## src/hdl/ookt_pkg.sv

```systemverilog
package ookt_pkg;

  // Code store size; longer lengths saturate to this.
  localparam int CODE_BITS = 32;

  localparam int WORD_W = 32;
  localparam int LEN_W  = 6;
  localparam int UNIT_W = 16;
  localparam int REP_W  = 8;
  localparam int CNT_W  = 5;
  localparam int IDX_W  = 8;
  localparam int CFG_W  = 16;

  localparam logic [LEN_W-1:0] CODE_BITS_LEN = LEN_W'(CODE_BITS);

  // Register indexes on the configuration port
  localparam logic [IDX_W-1:0] REG_UNIT_TICKS   = 8'd0;
  localparam logic [IDX_W-1:0] REG_REPEAT_COUNT = 8'd1;
  localparam logic [IDX_W-1:0] REG_SYNC_FIRST   = 8'd2;

  localparam logic [UNIT_W-1:0] UNIT_TICKS_RST   = 16'd350;
  localparam logic [REP_W-1:0]  REPEAT_COUNT_RST = 8'd10;

  // Pulse unit counts
  localparam logic [CNT_W-1:0] UNITS_SHORT    = 5'd1;
  localparam logic [CNT_W-1:0] UNITS_LONG     = 5'd3;
  localparam logic [CNT_W-1:0] UNITS_SYNC_LOW = 5'd31;

  typedef struct packed {
    logic [UNIT_W-1:0] unit_ticks;
    logic [REP_W-1:0]  repeat_count;
    logic              sync_first;
  } cfg_t;

  typedef struct packed {
    logic              func;
    logic [WORD_W-1:0] code_word;
    logic [LEN_W-1:0]  code_length;
  } item_t;

  typedef struct packed {
    logic tx_level;
    logic busy_res;
    logic done_res;
  } result_t;

endpackage

```

## src/hdl/ookt_if.sv

```systemverilog
interface ookt_in_if;
  import ookt_pkg::*;

  logic              valid;
  logic              ready;
  logic              func;
  logic [WORD_W-1:0] code_word;
  logic [LEN_W-1:0]  code_length;

  modport source (output valid, output func, output code_word, output code_length,
                  input ready);
  modport sink   (input valid, input func, input code_word, input code_length,
                  output ready);
endinterface

interface ookt_out_if;
  logic valid;
  logic ready;
  logic tx_level;
  logic busy_res;
  logic done_res;

  modport source (output valid, output tx_level, output busy_res, output done_res,
                  input ready);
  modport sink   (input valid, input tx_level, input busy_res, input done_res,
                  output ready);
endinterface

```

## src/hdl/ookt_cfg_regs.sv

```systemverilog
module ookt_cfg_regs (
  input  logic                       clk_i,
  input  logic                       rst_ni,
  input  logic                       cfg_we_i,
  input  logic [ookt_pkg::IDX_W-1:0] cfg_idx_i,
  input  logic [ookt_pkg::CFG_W-1:0] cfg_data_i,
  output ookt_pkg::cfg_t             cfg_o
);
  import ookt_pkg::*;

  cfg_t cfg_q, cfg_d;

  always_comb begin
    cfg_d = cfg_q;
    if (cfg_we_i) begin
      case (cfg_idx_i)
        REG_UNIT_TICKS:   cfg_d.unit_ticks   = cfg_data_i;
        REG_REPEAT_COUNT: cfg_d.repeat_count = cfg_data_i[REP_W-1:0];
        REG_SYNC_FIRST:   cfg_d.sync_first   = cfg_data_i[0];
        default:          cfg_d = cfg_q;
      endcase
    end
  end

  always_ff @(posedge clk_i or negedge rst_ni) begin
    if (!rst_ni) begin
      cfg_q.unit_ticks   <= UNIT_TICKS_RST;
      cfg_q.repeat_count <= REPEAT_COUNT_RST;
      cfg_q.sync_first   <= 1'b0;
    end else begin
      cfg_q <= cfg_d;
    end
  end

  assign cfg_o = cfg_q;

endmodule

```

## src/hdl/ookt_in_stage.sv

```systemverilog
module ookt_in_stage (
  input  logic            clk_i,
  input  logic            rst_ni,
  input  logic            in_valid_i,
  output logic            in_ready_o,
  input  ookt_pkg::item_t in_item_i,
  output logic            stg_valid_o,
  output ookt_pkg::item_t stg_item_o,
  input  logic            stg_adv_i
);
  import ookt_pkg::*;

  logic  valid_q, valid_d;
  item_t item_q;

  // Take a new word whenever the held one leaves this cycle.
  assign in_ready_o = !valid_q || stg_adv_i;

  always_comb begin
    valid_d = valid_q;
    if (in_ready_o) begin
      valid_d = in_valid_i;
    end
  end

  always_ff @(posedge clk_i or negedge rst_ni) begin
    if (!rst_ni) begin
      valid_q <= 1'b0;
    end else begin
      valid_q <= valid_d;
    end
  end

  always_ff @(posedge clk_i) begin
    if (in_ready_o && in_valid_i) begin
      item_q <= in_item_i;
    end
  end

  assign stg_valid_o = valid_q;
  assign stg_item_o  = item_q;

endmodule

```

## src/hdl/ookt_core.sv

```systemverilog
module ookt_core (
  input  logic              clk_i,
  input  logic              rst_ni,
  input  ookt_pkg::cfg_t    cfg_i,
  input  logic              stg_valid_i,
  input  ookt_pkg::item_t   stg_item_i,
  output logic              stg_adv_o,
  output logic              res_valid_o,
  output ookt_pkg::result_t res_o,
  input  logic              res_ready_i
);
  import ookt_pkg::*;

  logic [WORD_W-1:0] code_q, code_d;
  logic [LEN_W-1:0]  bits_q, bits_d;
  logic [LEN_W-1:0]  len_q, len_d;
  logic [REP_W-1:0]  reps_q, reps_d;
  logic              sync_q, sync_d;
  logic              low_q, low_d;
  logic [CNT_W-1:0]  units_q, units_d;
  logic [UNIT_W-1:0] tick_q, tick_d;
  logic              active_q, active_d;
  logic              lead_q, lead_d;

  logic              res_valid_q, res_valid_d;
  result_t           res_q, res_d;

  logic [LEN_W-1:0]  len_sat;
  logic              start_sync;
  logic              tick_wrap;
  logic [CNT_W-1:0]  units_dec;
  logic [REP_W-1:0]  reps_dec;
  logic [LEN_W-1:0]  bits_dec;

  // Bit n-1 of the code, zero for n == 0.
  function automatic logic bit_at(input logic [WORD_W-1:0] code, input logic [LEN_W-1:0] n);
    logic [CNT_W-1:0] idx;
    idx = CNT_W'(n - LEN_W'(1));
    if (n == '0) begin
      return 1'b0;
    end
    return code[idx];
  endfunction

  function automatic logic [CNT_W-1:0] high_units(input logic b);
    return b ? UNITS_LONG : UNITS_SHORT;
  endfunction

  assign stg_adv_o = stg_valid_i && (!res_valid_q || res_ready_i);

  assign len_sat    = (stg_item_i.code_length > CODE_BITS_LEN) ? CODE_BITS_LEN
                                                               : stg_item_i.code_length;
  assign start_sync = cfg_i.sync_first || (len_sat == '0);
  assign tick_wrap  = ({1'b0, tick_q} + 17'd1) >= {1'b0, cfg_i.unit_ticks};
  assign units_dec  = (units_q != '0) ? units_q - CNT_W'(1) : '0;
  assign reps_dec   = (reps_q != '0) ? reps_q - REP_W'(1) : '0;
  assign bits_dec   = (bits_q != '0) ? bits_q - LEN_W'(1) : '0;

  always_comb begin
    code_d   = code_q;
    bits_d   = bits_q;
    len_d    = len_q;
    reps_d   = reps_q;
    sync_d   = sync_q;
    low_d    = low_q;
    units_d  = units_q;
    tick_d   = tick_q;
    active_d = active_q;
    lead_d   = lead_q;
    res_d    = '0;

    if (stg_item_i.func) begin
      res_d.busy_res = 1'b1;
      if (active_q) begin
        res_d.tx_level = !low_q;
      end else begin
        code_d   = stg_item_i.code_word;
        len_d    = len_sat;
        bits_d   = len_sat;
        lead_d   = cfg_i.sync_first;
        reps_d   = (cfg_i.sync_first || cfg_i.repeat_count == '0) ? REP_W'(1)
                                                                   : cfg_i.repeat_count;
        active_d = 1'b1;
        sync_d   = start_sync;
        low_d    = 1'b0;
        tick_d   = '0;
        units_d  = start_sync ? UNITS_SHORT : high_units(bit_at(stg_item_i.code_word, len_sat));
      end
    end else if (active_q) begin
      res_d.tx_level = !low_q;
      res_d.busy_res = 1'b1;
      if (tick_wrap) begin
        tick_d  = '0;
        units_d = units_dec;
        if (units_dec == '0) begin
          if (!low_q) begin
            low_d   = 1'b1;
            units_d = sync_q ? UNITS_SYNC_LOW
                             : (bit_at(code_q, bits_q) ? UNITS_SHORT : UNITS_LONG);
          end else begin
            // End of symbol: pick the next one or finish
            low_d = 1'b0;
            if (sync_q) begin
              if (lead_q) begin
                if (bits_q != '0) begin
                  sync_d  = 1'b0;
                  units_d = high_units(bit_at(code_q, bits_q));
                end else begin
                  active_d       = 1'b0;
                  res_d.done_res = 1'b1;
                end
              end else begin
                reps_d = reps_dec;
                if (reps_dec == '0) begin
                  active_d       = 1'b0;
                  res_d.done_res = 1'b1;
                end else begin
                  bits_d  = len_q;
                  sync_d  = (len_q == '0);
                  units_d = (len_q == '0) ? UNITS_SHORT : high_units(bit_at(code_q, len_q));
                end
              end
            end else begin
              bits_d = bits_dec;
              if (bits_dec != '0) begin
                units_d = high_units(bit_at(code_q, bits_dec));
              end else if (lead_q) begin
                active_d       = 1'b0;
                res_d.done_res = 1'b1;
              end else begin
                sync_d  = 1'b1;
                units_d = UNITS_SHORT;
              end
            end
          end
        end
      end else begin
        tick_d = tick_q + UNIT_W'(1);
      end
    end
  end

  always_comb begin
    res_valid_d = res_valid_q;
    if (stg_adv_o) begin
      res_valid_d = 1'b1;
    end else if (res_ready_i) begin
      res_valid_d = 1'b0;
    end
  end

  always_ff @(posedge clk_i or negedge rst_ni) begin
    if (!rst_ni) begin
      code_q      <= '0;
      bits_q      <= '0;
      len_q       <= '0;
      reps_q      <= '0;
      sync_q      <= 1'b0;
      low_q       <= 1'b0;
      units_q     <= '0;
      tick_q      <= '0;
      active_q    <= 1'b0;
      lead_q      <= 1'b0;
      res_valid_q <= 1'b0;
    end else begin
      res_valid_q <= res_valid_d;
      if (stg_adv_o) begin
        code_q   <= code_d;
        bits_q   <= bits_d;
        len_q    <= len_d;
        reps_q   <= reps_d;
        sync_q   <= sync_d;
        low_q    <= low_d;
        units_q  <= units_d;
        tick_q   <= tick_d;
        active_q <= active_d;
        lead_q   <= lead_d;
      end
    end
  end

  always_ff @(posedge clk_i) begin
    if (stg_adv_o) begin
      res_q <= res_d;
    end
  end

  assign res_valid_o = res_valid_q;
  assign res_o       = res_q;

endmodule

```

## src/hdl/ook_pulse_width_code_transmitter.sv

```systemverilog
// Pulse-width OOK code transmitter.
// Input channel in_i carries one word per item: func 1 starts (if idle) a
// transmission of code_word (code_length bits, MSB first, above 32 saturate),
// func 0 is one timer tick. Every accepted word yields exactly one word on
// out_o with the tick's keying level, busy_res and done_res (set on last tick).
// Symbols: one = 3 units high, 1 low; zero = 1 high, 3 low; sync = 1 high,
// 31 low; a unit is unit_ticks ticks. Repeat mode sends code plus sync
// repeat_count times; sync-first mode sends a leading sync, then the code once.
// Configuration: cfg_we_i writes cfg_data_i into register cfg_idx_i
// (0 unit_ticks, 1 repeat_count, 2 sync_first); write only while idle.
// Path: an accepted word waits in the input register and is processed into the
// result register once that register is free or its word is being taken.
// Throughput: one word per cycle while out_o is ready; the symbol state update
// is a single pass of logic between the input register and the result register.
// Reset: async active low; the block comes up idle with unit_ticks 350,
// repeat_count 10, sync_first 0 and no result pending.
// Stall: while out_o is not ready, the result holds, the input register fills
// and in_i.ready then drops; no word is lost or repeated.
module ook_pulse_width_code_transmitter (
  input  logic                       clk_i,
  input  logic                       rst_ni,
  ookt_in_if.sink                    in_i,
  ookt_out_if.source                 out_o,
  input  logic                       cfg_we_i,
  input  logic [ookt_pkg::IDX_W-1:0] cfg_idx_i,
  input  logic [ookt_pkg::CFG_W-1:0] cfg_data_i
);
  import ookt_pkg::*;

  cfg_t    cfg;
  item_t   in_item;
  item_t   stg_item;
  logic    stg_valid;
  logic    stg_adv;
  logic    in_ready;
  logic    res_valid;
  result_t res;

  assign in_item.func        = in_i.func;
  assign in_item.code_word   = in_i.code_word;
  assign in_item.code_length = in_i.code_length;
  assign in_i.ready          = in_ready;

  ookt_cfg_regs u_cfg (
    .clk_i      (clk_i),
    .rst_ni     (rst_ni),
    .cfg_we_i   (cfg_we_i),
    .cfg_idx_i  (cfg_idx_i),
    .cfg_data_i (cfg_data_i),
    .cfg_o      (cfg)
  );

  ookt_in_stage u_in (
    .clk_i       (clk_i),
    .rst_ni      (rst_ni),
    .in_valid_i  (in_i.valid),
    .in_ready_o  (in_ready),
    .in_item_i   (in_item),
    .stg_valid_o (stg_valid),
    .stg_item_o  (stg_item),
    .stg_adv_i   (stg_adv)
  );

  ookt_core u_core (
    .clk_i       (clk_i),
    .rst_ni      (rst_ni),
    .cfg_i       (cfg),
    .stg_valid_i (stg_valid),
    .stg_item_i  (stg_item),
    .stg_adv_o   (stg_adv),
    .res_valid_o (res_valid),
    .res_o       (res),
    .res_ready_i (out_o.ready)
  );

  assign out_o.valid    = res_valid;
  assign out_o.tx_level = res.tx_level;
  assign out_o.busy_res = res.busy_res;
  assign out_o.done_res = res.done_res;

endmodule

```

## src/flat_wrapper.sv

```systemverilog
// flat-port wrapper written by rule: the top's interface ports become plain ports
module ook_pulse_width_code_transmitter_flat import ookt_pkg::*;
  (clk_i, rst_ni, cfg_we_i, cfg_idx_i, cfg_data_i, in_i_valid, in_i_func, in_i_code_word, in_i_code_length, in_i_ready, out_o_valid, out_o_tx_level, out_o_busy_res, out_o_done_res, out_o_ready);
  ookt_in_if in_i_i ();
  ookt_out_if out_o_i ();
  input  logic clk_i;
  input  logic rst_ni;
  input  logic cfg_we_i;
  input  logic [ookt_pkg::IDX_W-1:0] cfg_idx_i;
  input  logic [ookt_pkg::CFG_W-1:0] cfg_data_i;
  input wire logic [$bits(in_i_i.valid)-1:0] in_i_valid;
  input wire logic [$bits(in_i_i.func)-1:0] in_i_func;
  input wire logic [$bits(in_i_i.code_word)-1:0] in_i_code_word;
  input wire logic [$bits(in_i_i.code_length)-1:0] in_i_code_length;
  output wire logic [$bits(in_i_i.ready)-1:0] in_i_ready;
  output wire logic [$bits(out_o_i.valid)-1:0] out_o_valid;
  output wire logic [$bits(out_o_i.tx_level)-1:0] out_o_tx_level;
  output wire logic [$bits(out_o_i.busy_res)-1:0] out_o_busy_res;
  output wire logic [$bits(out_o_i.done_res)-1:0] out_o_done_res;
  input wire logic [$bits(out_o_i.ready)-1:0] out_o_ready;
  assign in_i_i.valid = in_i_valid;
  assign in_i_i.func = in_i_func;
  assign in_i_i.code_word = in_i_code_word;
  assign in_i_i.code_length = in_i_code_length;
  assign in_i_ready = in_i_i.ready;
  assign out_o_valid = out_o_i.valid;
  assign out_o_tx_level = out_o_i.tx_level;
  assign out_o_busy_res = out_o_i.busy_res;
  assign out_o_done_res = out_o_i.done_res;
  assign out_o_i.ready = out_o_ready;
  ook_pulse_width_code_transmitter u_core (.clk_i(clk_i), .rst_ni(rst_ni), .in_i(in_i_i), .out_o(out_o_i), .cfg_we_i(cfg_we_i), .cfg_idx_i(cfg_idx_i), .cfg_data_i(cfg_data_i));
endmodule
```

## config.mk

```make
export PLATFORM = sky130hd
export DESIGN_NAME = ook_pulse_width_code_transmitter_flat
export DESIGN_NICKNAME = d
export VERILOG_FILES = /design/src/hdl/ookt_pkg.sv /design/src/hdl/ookt_if.sv /design/src/hdl/ookt_cfg_regs.sv /design/src/hdl/ookt_in_stage.sv /design/src/hdl/ookt_core.sv /design/src/hdl/ook_pulse_width_code_transmitter.sv /design/src/flat_wrapper.sv
export SDC_FILE = /design/constraint.sdc
export NUM_CORES = 1
export LEC_CHECK = 0
export BUFFER_PORTS_ARGS = -buffer_cell sky130_fd_sc_hd__buf_2
export CORE_ASPECT_RATIO = 1.25
export CORE_MARGIN = 3
export CORE_UTILIZATION = 50
export CTS_CLUSTER_DIAMETER = 200
export DETAILED_ROUTE_END_ITERATION = 6
export GPL_TIMING_DRIVEN = 0
export PLACE_DENSITY_LB_ADDON = 0.05
export SETUP_SLACK_MARGIN = 0.02
export SKIP_LAST_GASP = 1
export SLEW_MARGIN = 20
export SYNTH_ARGS = -nofsm -noshare
export SYNTH_HDL_FRONTEND = slang
export SYNTH_SLANG_ARGS = --single-unit
```

## constraint.sdc

```tcl
create_clock -name clk_i -period 5.2 [get_ports clk_i]
set_input_delay 0.26 -clock clk_i [delete_from_list [all_inputs] [get_ports clk_i]]
set_output_delay 0.26 -clock clk_i [all_outputs]
set_load 0.005 [all_outputs]
```

**Word level (Yosys, flattened, before mapping)**

Index checks and enable logic that the tools add are counted.

- Register bits: 146
- Input bits: 68
- Output and inout bits: 5

- Order comparisons: 6
- Bitwise logic cells: 4
- Multiplexer cells: 168
- Equal/unequal tests: 6
- Reduce and logical (&&, ||, !) cells: 38
- $add $sub $neg: 8

Operators by type and width:

| cell | number |
|---|---|
| 1-bit 2-to-1 mux | 116 |
| 8-bit 2-to-1 mux | 10 |
| 5-bit 2-to-1 mux | 14 |
| 6-bit 2-to-1 mux | 11 |
| 16-bit 2-to-1 mux | 4 |
| 6-bit zero test | 4 |
| 8-bit zero test | 3 |
| 5-bit by 6-bit less-than comparator with 1-bit output (second input constant) | 4 |
| 1-bit binary-select mux with 5-bit select | 4 |
| 5-bit by 1-bit subtractor with 5-bit output (second input constant) | 4 |
| 16-bit by 1-bit adder with 17-bit output (second input constant) | 1 |
| 17-bit by 16-bit greater-or-equal comparator with 1-bit output | 1 |
| 16-bit by 1-bit adder with 16-bit output (second input constant) | 1 |
| 2-bit 2-to-1 mux | 8 |
| 8-bit AND reduction | 2 |
| 2-bit nonzero test | 6 |
| 6-bit nonzero test | 2 |
| 8-bit by 1-bit equality test with 1-bit output (second input constant) | 1 |
| 8-bit by 2-bit equality test with 1-bit output (second input constant) | 1 |
| 8-bit nonzero test | 1 |
| 8-bit by 1-bit subtractor with 8-bit output (second input constant) | 1 |
| 6-bit > comparator (second input constant) | 1 |
| 3-bit by 2-bit != test with 1-bit output (second input constant) | 2 |
| 2-bit AND reduction | 3 |
| 15 further kinds | 25 |

**Depth between registers and ports, before layout**

- Depth after elaboration: 30
- Gate-level depth with buffers: 17
- Depth with buffers taken out: 14

**By module**

A second synthesis with hierarchy kept.

- Cells, all modules: 772
- Area, all modules: 8625.8 um2

Modules (own cells, without submodules):

| module | area an instance (um2) | instances | cells an instance | seq. area each (um2) |
|---|---|---|---|---|
| ookt_core | 6357.3 | 1 | 670 | 2042.0 |
| ookt_in_stage | 1224.9 | 1 | 43 | 1196.1 |
| ookt_cfg_regs | 1043.5 | 1 | 59 | 635.6 |

**Least setup slack after synthesis**

Ideal clock, no wire load.

- Kind: flip-flop to flip-flop
- Start point: reg u_core.u_core.bits_q[0]
- End point: reg u_core.u_core.units_q[1]
- Library setup time: 0.069 ns
- Arrival time: 3.460 ns
- Required time: 5.131 ns
- Buffers on the path: 4
- Path slack: 1.671 ns
- Stages on the path, launching flop included: 18
- Cells stage by stage: dfrtp_1 > buf_6 > buf_12 > inv_1 > ha_1 > nor2b_1 > and2_1 > buf_4 > or2_2 > ha_1 > clkbuf_1 > mux4_1 > a221oi_1 > mux2i_1 > mux2_2 > a211oi_1 > o31ai_1 > nand3_1

- Word-level cells in the longest chain between the ends: 28
- Elaborated cells on any way between the ends: 69
- Classes of those cells: add/sub: 2; mux: 63; reduce/logical: 4

RTL lines:

| what | line | RTL |
|---|---|---|
| start, declared | ookt_core.sv:15 | `logic [LEN_W-1:0] bits_q, bits_d;` |
| start signal, assigned | ookt_core.sv:169 | `bits_q <= bits_d;` |
| parallel branches: the longest is 23 deep, another holds 6-bit by 1-bit subtractor with 6-bit output | - |  |
| 5-bit 2-to-1 mux (*) | ookt_core.sv:96 | `if (!low_q) begin` |
| 5-bit 2-to-1 mux (*) | ookt_core.sv:95 | `if (units_dec == '0) begin` |
| 5-bit 2-to-1 mux (*) | ookt_core.sv:92 | `if (tick_wrap) begin` |
| 5-bit 2-to-1 mux (*) | ookt_core.sv:89 | `end else if (active_q) begin` |
| 5-bit 2-to-1 mux (*) | ookt_core.sv:72 | `if (stg_item_i.func) begin` |
| end signal, assigned | ookt_core.sv:174 | `units_q <= units_d;` |
| end, declared | ookt_core.sv:20 | `logic [CNT_W-1:0] units_q, units_d;` |

Mark *: on every way between the ends. The select of a mux whose other input is x is not followed.
A chain may end at the register's enable or synchronous reset.

**Final worst setup path**

Ends and elaborated chain as after synthesis.

==> results.cfg <==
[status]
status = finished clean

[sta]
clock_skew_ps = 11.5
max_slew_margin_pct = 50.2
setup_viol = 0
tns_ps = 0
fin_crit_ps = 4250
max_freq_mhz = 235
rsz0062_at_grt = false
worstMarginPinSlew_ps = 747
min_period_over_period_pct = 81.8
hold_viol_final = 0
maxSlewViolCount = 0

[drt]
avgViaCountPerCell = 5.92
via_count = 6660
detail_route.wl_per_cell_um = 19.5
drt-total-wl_um = 21900
ant_nets = 0
post-route-drc-count = 0
drt_iter0_markers = 408
drtPass1Iterations = 7

[power]
power_density_mw_per_mm2 = 501
p_leak_nw = 4.43
peakVddDrop_uv = 358

[clock_tree]
clk_pin_slew_ps = 60
cts_buffers = 17
worst_skew_pair.late_latency_ps = 430
htreeDepth = 4
cts_tree = yes
cts.sinks = 146
cts_setup_buffers = 0
clock_path_buffers = 2
cts-root-buf = clkbuf_16

[floorplanning]
die_y_um = 153
start_util_pct = 51.2
core_area_mm2 = 0.0169
fp.dieArea_mm2 = 0.0189
io_pins = 73
die_w_um = 124
num_rows = 53

[grt]
grt_overflow = 0
grt.total_usage_pct = 24.0
antenna_found_initial = 1
grt_pass1_wl_um = 35100
grt_pass1_vias = 6861
grt_max_degree = 56

[critical_path]
crit_chain = buf_6 > buf_12 > inv_1 > ha_1 > nor2b_1 > a21oi_1 > inv_1 > ha_1 > clkbuf_1 > mux4_1 > a221oi_1 > mux2i_1 > mux2_2 > a211oi_1 > o31ai_1 > nand3_1
cp_max_fo = 10
slowest_delay_ps = 540
crit_path_end_kind = flop
worst_path_max_delay_cell = clkbuf_1
rr_worst_depth = 16
critical_path_class = reg2reg
cp-start-kind = flop
crit_family = compound AO/OA/AOI/OAI gates
crit_buf_inv = 5
rrSetupSlack_ps = 950
worstPathRequired_ps = 5560
cp.arrival_ps = 4620
rr_endpoint = u_core.u_core.units_q[1]$_DFFE_PN0P_
reg2reg_from = u_core.u_core.bits_q[0]$_DFFE_PN0P_

[finish]
syn_to_final_growth_pct = 18.9
layout-drive-gt1-share_pct = 24.6
nFillCells = 1375
diodes = 0
instances_no_fill = 1125
final_nets = 987
final_area_mm2 = 0.0103

[synth]
ys_ff_latch = 146
synthCells = 766
postSynth.asyncResetShare_pct = 71.2
avgSynthCellArea_um2 = 11.3
syn_nets = 861
synth-edff-count = 42
ys_warn_count = 0
synth-main-ff-cell = dfrtp_1
synth.distinct_cells = 71
netlist_area_mm2 = 0.00866
ys_seq_area_share_pct = 44.7

[run]
maxCapViolations = 0

[worst_hold_path]
hold_class = in2reg
hold_end = u_core.u_in.stg_item_o[25]$_DFFE_PP_
worstHoldStart = in_i_code_word[19]
holdPathStages = 1

[placement]
hpwl_um = 16300
port_buffers = 72
globalplace.congestion = 0.951
placed_area_mm2 = 0.00935
dp.cells = 1060
synth_stat cells (all sizes together), types with 25 or more instances:
| library cell | n | area, um^2 |
|---|---|---|
| dfrtp | 96 | 2400 |
| nand2 | 67 | 251 |
| mux2 | 56 | 634 |
| o21ai | 55 | 287 |
| nor2 | 48 | 183 |
| edfxtp | 42 | 1260 |
| inv | 35 | 131 |
| mux4 | 34 | 818 |
| mux2i | 29 | 290 |
| a21oi | 27 | 146 |
| ha | 27 | 338 |
| clkbuf | 25 | 95.1 |
state kept, by name, summed over array words and instances, names as in the netlist:
name	flops
u_core.u_in.stg_item_o	39
u_core.u_core.sync_q	1
u_core.u_in.stg_valid_o	1
u_core.u_core.units_q	5
u_core.u_cfg.cfg_o	25
u_core.u_core.reps_q	8
u_core.u_core.code_q	32
u_core.u_core.len_q	6
u_core.u_core.active_q	1
u_core.u_core.tick_q	16
u_core.u_core.res_o	3
u_core.u_core.low_q	1
u_core.u_core.res_valid_o	1
u_core.u_core.lead_q	1
u_core.u_core.bits_q	6
report_power, final:
part	total (W)	switching, W	internal [W]
clock	0.00130	0.000533	0.000770
sequential	0.00157	0.000203	0.00137
combinational	0.00229	0.00119	0.00110
total	0.00516	0.00192	0.00324
cells in the final DEF, fill, tap and decap left out, types with 5 or more instances in the layout:
| cell type | Yosys | routed |
|---|---|---|
| inv_6 | 0 | 6 |
| mux2i_1 | 29 | 29 |
| clkbuf_16 | 0 | 17 |
| nand2_1 | 67 | 67 |
| nor3b_1 | 15 | 15 |
| dlygate4sd3_1 | 0 | 33 |
| nand3_1 | 21 | 21 |
| a221oi_1 | 8 | 8 |
| nor3_1 | 21 | 21 |
| dfrtp_1 | 96 | 96 |
| clkbuf_1 | 24 | 24 |
| dfstp_2 | 8 | 8 |
| and3_1 | 5 | 5 |
| o211ai_1 | 7 | 7 |
| a21oi_1 | 26 | 26 |
| nor2b_1 | 8 | 8 |
| mux4_1 | 14 | 14 |
| xnor2_1 | 17 | 17 |
| nand2b_1 | 12 | 12 |
| xor2_1 | 6 | 6 |
| inv_1 | 35 | 35 |
| ha_1 | 27 | 27 |
| nor2_1 | 47 | 47 |
| a211oi_1 | 8 | 8 |
| buf_2 | 7 | 78 |
| o21ai_0 | 52 | 52 |
| mux4_2 | 20 | 20 |
| nor4_1 | 5 | 5 |
| o31ai_1 | 8 | 8 |
| edfxtp_1 | 42 | 42 |
| mux2_2 | 55 | 55 |
final cells by class:
cell class	count	area, um^2	area share (%)
Buffer	40	219	2.13
Clock buffer	17	425	4.13
Clock inverter	15	194	1.88
Inverter	35	131	1.28
Multi-Input combinational cell	545	4440	43.1
Sequential cell	146	3870	37.6
Tap cell	220	275	2.67
Timing Repair Buffer	107	744	7.23
what timing repair did:
item | CTS | global route
gates resized for setup | 0 | 0
endpoints found under the hold margin | 80 | 1
hold buffers | 32 | 1
setup endpoints to repair | 0 | 0
per-stage QoR:
stage | hold slack, ps | total power (W) | worst slack [ps] | util [%]
floorplan | -35.6 | 0.00323 | 1670 | -
global placement | 436 | 0.00376 | 1090 | 55.0
detailed placement | 252 | 0.00383 | 1040 | 55.3
CTS | 0.402 | 0.00516 | 1010 | 60.9
global route | 2.06 | 0.00542 | 706 | 60.9
finish | 5.89 | 0.00516 | 949 | 60.9
worst max path at each step:
stage / slack, ps / endpoint / start / cells past startpoint
final: 950 / u_core.u_core.units_q[1]$_DFFE_PN0P_ / u_core.u_core.bits_q[0]$_DFFE_PN0P_ / 16
after detailed placement: 1040 / u_core.u_core.units_q[1]$_DFFE_PN0P_ / u_core.u_core.bits_q[0]$_DFFE_PN0P_ / 16
after CTS: 1010 / u_core.u_core.units_q[1]$_DFFE_PN0P_ / u_core.u_core.bits_q[0]$_DFFE_PN0P_ / 16
after global placement: 1090 / u_core.u_core.units_q[1]$_DFFE_PN0P_ / u_core.u_core.bits_q[0]$_DFFE_PN0P_ / 17
after global routing: 710 / u_core.u_core.units_q[1]$_DFFE_PN0P_ / u_core.u_core.bits_q[0]$_DFFE_PN0P_ / 16
after floorplan: 1670 / u_core.u_core.units_q[1]$_DFFE_PN0P_ / u_core.u_core.bits_q[0]$_DFFE_PN0P_ / 17
layer usage:
metal  up-vias  GRT usage [%]  wire [um]
met1      3261           27.5       8370
li1       3122              -          -
met2       213           42.6      11700
met4         2           11.8        963
met3        62           3.63        907
met5         -              0         16
kinds of logic (layout without fill, tap and decap cells):
logic type,count (synthesis),in the layout,share of synthesized area (%)
AOI/OAI and AO/OA,148,148,11.3
xor gates and xnor gates,23,23,2.33
adders and majority gates,27,27,3.90
buffers and inverters,75,214,4.04
DFF,146,146,44.7
muxes,119,119,20.1
and+or+nand+nor,228,228,13.6
No activity file was read; power rests on OpenSTA's default activity.
